`src/sv/ipf_pkg.sv`:
```
// Package for the pseudo-float ALU: field widths, command codes and the
// record that travels down the pipeline. No dependencies.
package ipf_pkg;

    localparam int MANT_BITS  = 32;
    localparam int EXPO_BITS  = 16;
    localparam int HALF_SHIFT = 16;
    localparam int DIV_SHIFT  = 15;
    localparam int CROSS_SHIFT = 14;
    localparam int POINT_POS  = 30;
    localparam int NORM_POS   = MANT_BITS - 2;
    localparam int SH_BITS    = $clog2(MANT_BITS);
    localparam int DEN_BITS   = MANT_BITS - DIV_SHIFT;
    localparam int DIV_STEPS  = 4;
    localparam int DIV_STAGES = MANT_BITS / DIV_STEPS;

    localparam logic [31:0] CROSS_MASK = 32'h8000_FFFF;

    localparam logic [2:0] CMD_ADD  = 3'd0;
    localparam logic [2:0] CMD_SUB  = 3'd1;
    localparam logic [2:0] CMD_MUL  = 3'd2;
    localparam logic [2:0] CMD_MULP = 3'd3;
    localparam logic [2:0] CMD_DIV  = 3'd4;
    localparam logic [2:0] CMD_DIVP = 3'd5;
    localparam logic [2:0] CMD_NORM = 3'd6;
    localparam logic [2:0] CMD_INT  = 3'd7;

    typedef struct packed {
        logic [2:0]           cmd;
        logic [MANT_BITS-1:0] am;
        logic [EXPO_BITS-1:0] ae;
        logic [MANT_BITS-1:0] bm;
        logic [EXPO_BITS-1:0] be;
        logic [MANT_BITS-1:0] m;
        logic [EXPO_BITS-1:0] e;
        logic [MANT_BITS-1:0] iv;
        logic                 dz;
        logic [MANT_BITS-1:0] p0;
        logic [MANT_BITS-1:0] p1;
        logic [MANT_BITS-1:0] p2;
        logic [DEN_BITS-1:0]  rem;
        logic [MANT_BITS-1:0] num;
        logic [MANT_BITS-1:0] quo;
        logic [DEN_BITS-1:0]  den;
        logic                 qneg;
        logic [MANT_BITS-1:0] nabs;
        logic [SH_BITS-1:0]   nsh;
    } t_stage;

endpackage

```
`src/sv/ipf_div_step.sv`:
```
// Restoring divider slice: DIV_STEPS quotient bits of the unsigned divide.
// Depends on ipf_pkg.
module ipf_div_step (
    input  ipf_pkg::t_stage i_s,
    output ipf_pkg::t_stage o_s
);
    import ipf_pkg::*;

    always_comb begin
        logic [DEN_BITS:0]    t;
        logic [DEN_BITS-1:0]  rm;
        logic [MANT_BITS-1:0] nm;
        logic [MANT_BITS-1:0] qo;
        o_s = i_s;
        rm  = i_s.rem;
        nm  = i_s.num;
        qo  = i_s.quo;
        for (int j = 0; j < DIV_STEPS; j++) begin
            t  = {rm, nm[MANT_BITS-1]};
            nm = {nm[MANT_BITS-2:0], 1'b0};
            if (t >= {1'b0, i_s.den}) begin
                t  = t - {1'b0, i_s.den};
                qo = {qo[MANT_BITS-2:0], 1'b1};
            end else begin
                qo = {qo[MANT_BITS-2:0], 1'b0};
            end
            rm = t[DEN_BITS-1:0];
        end
        o_s.rem = rm;
        o_s.num = nm;
        o_s.quo = qo;
    end

endmodule

```
`config.mk`:
```
export PLATFORM = sky130hd
export DESIGN_NAME = ipf_div_step
export DESIGN_NICKNAME = d
export VERILOG_FILES = /design/src/sv/ipf_pkg.sv /design/src/sv/ipf_div_step.sv
export SDC_FILE = /design/constraint.sdc
export NUM_CORES = 1
export LEC_CHECK = 0
export BUFFER_PORTS_ARGS = -buffer_cell sky130_fd_sc_hd__buf_2
export CORE_AREA = 3 3 323 325
export DETAILED_ROUTE_END_ITERATION = 10
export DIE_AREA = 0 0 326 328
export GPL_TIMING_DRIVEN = 0
export MAX_ROUTING_LAYER = met4
export SETUP_SLACK_MARGIN = 0.2
export SYNTH_ARGS = -nofsm -noshare
export SYNTH_HDL_FRONTEND = slang
export SYNTH_SLANG_ARGS = --single-unit
export TNS_END_PERCENT = 10
```
`constraint.sdc`:
```
create_clock -name vclk -period 11.1
set_input_delay 0.555 -clock vclk [all_inputs]
set_output_delay 0.555 -clock vclk [all_outputs]
set_load 0.02 [all_outputs]
```
# Word level (Yosys, flattened, before mapping)
# Cells that the tools add are included.
# Widths: inputs -> output; s select.
[totals] reg_bits=0 elab_cells=16 latch_bits=0 mem_bits_ro=0 memories=0 inputBits=412 ram_bits=0
[classes] shifts=0 magnitude_cmp=4 bitwise_logic=0 addsub=4 reduce_logical=0 n_mul=0 div=0 n_mux=8 eq_ne=0
[ops] operator="$ge 18x17->1" n=4
[ops] operator="$mux 17" n=4
[ops] operator="$sub 17x17->17" n=4
[ops] operator="$mux 1" n=4

# Depth between registers and ports, before layout
# Gate-level depths: netlist of run 1.
[logic_depth] ltp_word=8 depth_mapped=49

# Least setup slack after synthesis of run 1
# OpenSTA, ideal clock, no wires.
[synth_timing] path_kind="input-to-output" from="input i_s[118] (netlist bit)" to="output o_s[119] (netlist bit)" slack_ns=0.105 required_time_ns=10.545 cell_stages=47 t_arrival_ns=10.440 path_cell_list="inv_1 ha_1 inv_1 fa_1 a211oi_2 o21ai_2 nand4_2 a41oi_1 and2b_4 inv_2 buf_4 buf_2 o21ai_0 fa_1 nand2b_1 a21oi_1 nor4b_2 nor4_2 [... 11 more ...] o21ai_0 a21oi_1 o31a_1 and2_1 buf_6 buf_2 mux2_2 ha_1 a2111oi_0 o21ai_0 a31o_2 a21oi_1 o21ai_0 and3b_1 o22a_1 a211oi_4 buf_6 mux2i_1"
[synth_lines] element="start: declaration" line_no="ipf_div_step.sv:4" text="input ipf_pkg::t_stage i_s,"
[synth_lines] element="end: declaration" line_no="ipf_div_step.sv:5" text="output ipf_pkg::t_stage o_s"

==> results.tsv, run 1 <==
stage	metric	value	unit
run_status	status	complete, no violations	
die	fp-row-count	117	
global_route	antenna_found_initial	45	
drt	drc	0	
pwr	power_density	266	nW/µm²
die	die_x	326	µm
logic_synthesis	synthCells	910	
pwr	p_leak	5.81	nW
logic_synthesis	yosys_warnings	0	
drt	dr_total_vias	7880	
placement	routabilityCongestion	0.911	
global_route	grt_first_pass_wirelength	56.6	mm
critical_path	crit_top_cell	buf_6	
min_path	hold_class	input port to output pin	
critical_path	cp_slowest_cell	ha_1	
pwr	p_int	0.00149	W
placement	dpl-instance-area	10900	µm²
timing	period_minus_slack	10.42	ns
die	die_y	328	µm
pwr	p_total	0.00321	W
global_route	overflow	0	
logic_synthesis	synth_top_family_by_area	buffers and inverters	
timing	finalMaxSlewViolations	0	
final_layout	final_area	12100	µm²
final_layout	clockBufferCount	0	
final_layout	num-fill-cells	11641	
final_layout	syn_to_final_growth	73.1	%
timing	worst_pin_slew	0.506	ns
global_route	gr-usage-all-layers	0.0776	
pwr	switching_share	0.536	
timing	rsz0062_at_grt	false	
placement	dp_hpwl	41.8	mm
critical_path	setup.worst_path.start	i_s[118]	
timing	setup_tns	0	ns
flow_run	drv_cap	0	
final_layout	seq_cell_count	0	
die	start_util	0.0685	
logic_synthesis	yosys.area.top_type_share	0.423	
final_layout	seqCellArea	0	µm²
drt	drtIter0Drc	324	
final_layout	multi_input_area	4330	µm²
die	ios	824	
final_layout	final_nets	1889	
critical_path	cp-end-kind	output pin	
pwr	peakVddDrop	0.183	mV
logic_synthesis	synth_area	6970	µm²
min_path	hp-start	i_s[364]	
drt	wl_per_cell	16.2	µm
logic_synthesis	netlist.top_cell.by_area	buf_4	
timing	max_freq	96.0	MHz
drt	via_per_inst	2.81	
logic_synthesis	synthTopCellsByArea	buf_4 (42%), ha_1 (12%), mux2_2 (6.8%)	
timing	hold_viol	0	
logic_synthesis	synth-adder-area-share	0.134	
final_layout	final_cell_mix	buf_4 (435), buf_2 (427), ha_1 (46)	
critical_path	crit_type	input port to output pin	
logic_synthesis	yosys.area_share.xor_xnor	0.0628	
timing	hold_slack	1.33	ns
logic_synthesis	synth.distinct_cells	69	
critical_path	arrival	9.87	ns
global_route	grt_pass1_vias	7176	
final_layout	drive_gt1_frac	0.735	
critical_path	crit_fanout	10	
timing	setup_viol	0	
drt	drt.antenna.violating_nets	0	
critical_path	crit_path_max_incr_delay	0.39	ns
placement	io_buffer_count	446	
logic_synthesis	synthMuxAreaShare	0.0940	
pwr	p_comb_frac	1.000	
final_layout	layout_commonest_cell	buf_4	
logic_synthesis	synth-seq-area-share	0	
logic_synthesis	synthSimpleGateAreaFrac	0.107	
global_route	grt_max_degree	11	
placement	place_inst	2727	
drt	drtPass1Iterations	4	
final_layout	stdcell_count	2805	
critical_path	cp_data_required_time	10.55	ns
die	die_area	107000	µm²
critical_path	critPathLaunchType	input port	
pwr	power_switching	0.00172	W
drt	wirelength	45.5	mm
logic_synthesis	avgSynthCellArea	7.66	µm²
timing	slew_headroom	0.661	
logic_synthesis	synth_compound_area_frac	0.148	
timing	finalCritPeriodShare	0.939	
die	core-area	102000	µm²
pwr	seq_power_share	0	
pwr	power_frac_clock	0	
Yosys cell counts, types with 14 or more instances:
cell,instances
buf_4,393
ha_1,68
xor2_1,14
nor2_1,34
xnor2_1,36
a21o_1,17
mux2_2,42
nand2_1,21
inv_1,38
o21ai_0,27
a21oi_1,45
logic make-up after synthesis:
family          count (synthesis)
fa+ha+maj                      72
xor+xnor                       50
mux                            56
compound gates                153
other cells                     1
simple gates                  136
buf+inv                       442
metrics by stage:
| step | setup WS (ns) | util |
|---|---|---|
| 2_1_floorplan | 0.257 | - |
| 3_3_place_gp | -1.71 | 0.107 |
| 3_5_place_dp | -1.81 | 0.107 |
| 4_1_cts | 0.246 | 0.112 |
| 5_1_grt | 0.126 | 0.119 |
| 6_report | 0.679 | 0.119 |
cell type report:
class,count,share of cell area
antenna,34,0.00705
inverter,39,0.0141
buffer,403,0.254
multi-input combinational,471,0.359
timing repair buffer,490,0.224
tap,1368,0.142
worst max-delay path, delay by kind of cell:
kind | cells | cell delay, ns
muxes | 3 | 0.96
and+or+nand+nor | 11 | 1.81
AOI/OAI and AO/OA | 19 | 3.40
adders and majority gates | 5 | 1.60
buffers and inverters | 12 | 1.49
layer usage:
metal	track usage	up-vias	share of wire
met4	0.00108	0	0.0067
met1	0.0869	3616	0.38
met5	-	-	0
li1	-	3764	-
met3	0.0442	26	0.14
met2	0.127	474	0.47
power groups by stage:
stage	Combinational (W)	Clock, W	Sequential [W]
after floorplan	0.00184	0	0
after global placement	0.00279	0	0
after detailed placement	0.00279	0	0
after CTS	0.00303	0	0
after global routing	0.00355	0.000000000400	0
final	0.00321	0.000000000412	0
path summary, 6_finish.rpt:
kind	end	slack [ns]	cells after the start
setup / recovery	o_s[129]	0.68	50
hold / removal	o_s[364]	1.33	2
timing repair:
item | in CTS | in global routing
resized for setup | 70 | 92
endpoints found under the setup margin | 18 | 18
setup buffers | 22 | 19
pin swaps | 17 | 29
cloned | 1 | 2
hold buffers | 0 | 0
endpoints found under the hold margin | 0 | 0
No activity file was read; power rests on OpenSTA's default activity.
==> inputs of run 2 (changes only) <==
--- a/config.mk
+++ b/config.mk
@@ -6,9 +6,9 @@
 export NUM_CORES = 1
 export LEC_CHECK = 0
 export BUFFER_PORTS_ARGS = -buffer_cell sky130_fd_sc_hd__buf_2
-export CORE_AREA = 3 3 323 325
+export CORE_AREA = 3 3 318 320
 export DETAILED_ROUTE_END_ITERATION = 10
-export DIE_AREA = 0 0 326 328
+export DIE_AREA = 0 0 321 323
 export GPL_TIMING_DRIVEN = 0
 export MAX_ROUTING_LAYER = met4
 export SETUP_SLACK_MARGIN = 0.2
==> constraint.sdc (replaced) <==
create_clock -name vclk -period 10.85
set_input_delay 0.5425 -clock vclk [all_inputs]
set_output_delay 0.5425 -clock vclk [all_outputs]
set_load 0.02 [all_outputs]
==> run 2 against run 1 <==
  * Routed wire length shrank 9.6%
  * Critical endpoint is now o_s[122]
  * Power grew 13%
  * Highest routed layer unchanged
  * Via count grew 1.2%
  * Global-route usage shrank 0.90 points
  * Setup slack lost 0.21 ns
  * First-iteration DRC count grew 21%
  * Sequential share of layout area is the same
  * Final area grew 2.6%
==> results.tsv, run 2 (synthesis results as in run 1) <==
stage	metric	value	unit	change
timing	setup_tns	0	ns	unchanged
die	die_x	321	µm	-1.5%
drt	dr_total_vias	7976		+1.2%
final_layout	seqCellArea	0	µm²	unchanged
global_route	gr-usage-all-layers	0.0686		-0.00898
critical_path	arrival	9.84	ns	-0.03 ns
timing	finalCritPeriodShare	0.957		
global_route	grt_max_degree	11		unchanged
drt	drtIter0Drc	393		+21%
final_layout	syn_to_final_growth	77.7	%	
drt	drt.antenna.violating_nets	0		unchanged
drt	wl_per_cell	15.1	µm	-6.9%
pwr	power_switching	0.00187	W	+8.5%
die	ios	824		unchanged
critical_path	critPathLaunchType	input port		
final_layout	layout_commonest_cell	buf_4		
critical_path	crit_fanout	6		-4
critical_path	crit_type	input port to output pin		
pwr	p_int	0.00176	W	+18%
die	start_util	0.0708		+0.00231
run_status	status	complete, no violations		
placement	dpl-instance-area	10900	µm²	-0.63%
die	die_y	323	µm	-1.5%
die	fp-row-count	115		-1.7%
final_layout	seq_cell_count	0		unchanged
placement	io_buffer_count	446		unchanged
die	core-area	98400	µm²	-3.3%
final_layout	drive_gt1_frac	0.755		+0.0202
drt	drc	0		unchanged
critical_path	crit_top_cell	buf_6		
pwr	switching_share	0.515		-0.0211
global_route	grt_first_pass_wirelength	49.8	mm	-12%
pwr	power_frac_clock	0		unchanged
global_route	overflow	0		unchanged
drt	wirelength	41.1	mm	-9.6%
timing	rsz0062_at_grt	true		
pwr	p_total	0.00363	W	+13%
min_path	hold_class	input port to output pin		
timing	hold_viol	0		unchanged
final_layout	num-fill-cells	11215		-3.7%
flow_run	drv_cap	0		unchanged
pwr	seq_power_share	0		unchanged
timing	max_freq	96.3	MHz	
pwr	p_leak	5.96	nW	+2.6%
critical_path	cp-end-kind	output pin		
global_route	grt_pass1_vias	7239		+0.88%
timing	hold_slack	1.30	ns	-0.0250 ns
drt	drtPass1Iterations	5		+1
final_layout	fin_util	0.126		+0.00722
final_layout	final_area	12400	µm²	+2.6%
pwr	p_comb_frac	1.000		about the same
final_layout	final_nets	1911		+1.2%
critical_path	crit_path_max_incr_delay	0.43	ns	+0.04 ns
placement	dp_hpwl	35.8	mm	-14%
timing	finalMaxSlewViolations	0		unchanged
final_layout	clockBufferCount	0		unchanged
pwr	peakVddDrop	0.181	mV	-0.75%
critical_path	cp_data_required_time	10.31	ns	-0.24 ns
global_route	antenna_found_initial	22		-51%
placement	routabilityCongestion	0.931		+2.2%
timing	period_minus_slack	10.38	ns	
final_layout	final_cell_mix	buf_4 (454), buf_2 (423), ha_1 (38)		
pwr	power_density	293	nW/µm²	+10%
timing	setup_viol	0		unchanged
critical_path	cp_slowest_cell	fa_2		
die	die_area	104000	µm²	-3.0%
drt	via_per_inst	2.93		+4.2%
run 2: cell types whose count changed in the layout (fill, tap and decap cells not counted), sizes merged:
cell | before | now
clkinvlp | 5 | 10
clkbuf | 8 | 7
buf | 885 | 908
diode | 34 | 12
inv | 34 | 28
clkinv | 0 | 1
run 2: worst paths after layout:
check / from / endpoint / slack (ns) / cells after the start
setup / recovery: i_s[118] / o_s[122] / 0.47 / 51
hold / removal: i_s[321] / o_s[321] / 1.30 / 2
run 2: power groups by stage:
stage | sequential, W | clock, W | combinational [W]
finish | 0 | 0.000000000149 | 0.00363
global route | 0 | 0.000000000148 | 0.00402
CTS | 0 | 0 | 0.00315
detailed placement | 0 | 0 | 0.00291
global placement | 0 | 0 | 0.00291
floorplan | 0 | 0 | 0.00190
run 2: what timing repair did:
action,in CTS,in global routing
cloned,0,3
hold buffers,0,0
endpoints found under the setup margin,18,18
setup buffers,33,30
pin swaps,18,38
resized for setup,72,155
run 2: metal layers:
metal	track usage	wire length, µm	part of all wire	vias up
met5	-	0	0	-
met4	0.00956	948	0.023	0
met3	0.0251	4670	0.11	46
met2	0.114	19400	0.47	511
met1	0.0810	16000	0.39	3647
li1	-	-	-	3772
run 2: final cells by class:
cell class	instances	area, µm²	share of cell area
multi-input cells	471	4520	0.365
plain buffers	403	3090	0.250
repair buffers	512	2940	0.238
well taps	1287	1610	0.130
inverters	39	191	0.0155
diodes	12	30.0	0.00242
run 2: through the flow:
step | setup slack (ns) | std cells
2_1_floorplan | 0.229 | 913
3_3_place_gp | -1.83 | 2646
3_5_place_dp | -1.79 | 2646
4_1_cts | 0.205 | 2679
5_1_grt | 0.125 | 2724
6_report | 0.469 | 2724
run 2: critical path, delay by kind of cell:
| family | cells | cell delay [ns] |
|---|---|---|
| AO/OA/AOI/OAI | 18 | 3.30 |
| adder cells (fa/ha/maj) | 5 | 1.35 |
| buffers and inverters | 14 | 1.63 |
| multiplexers | 3 | 0.99 |
| AND/OR/NAND/NOR | 11 | 1.96 |
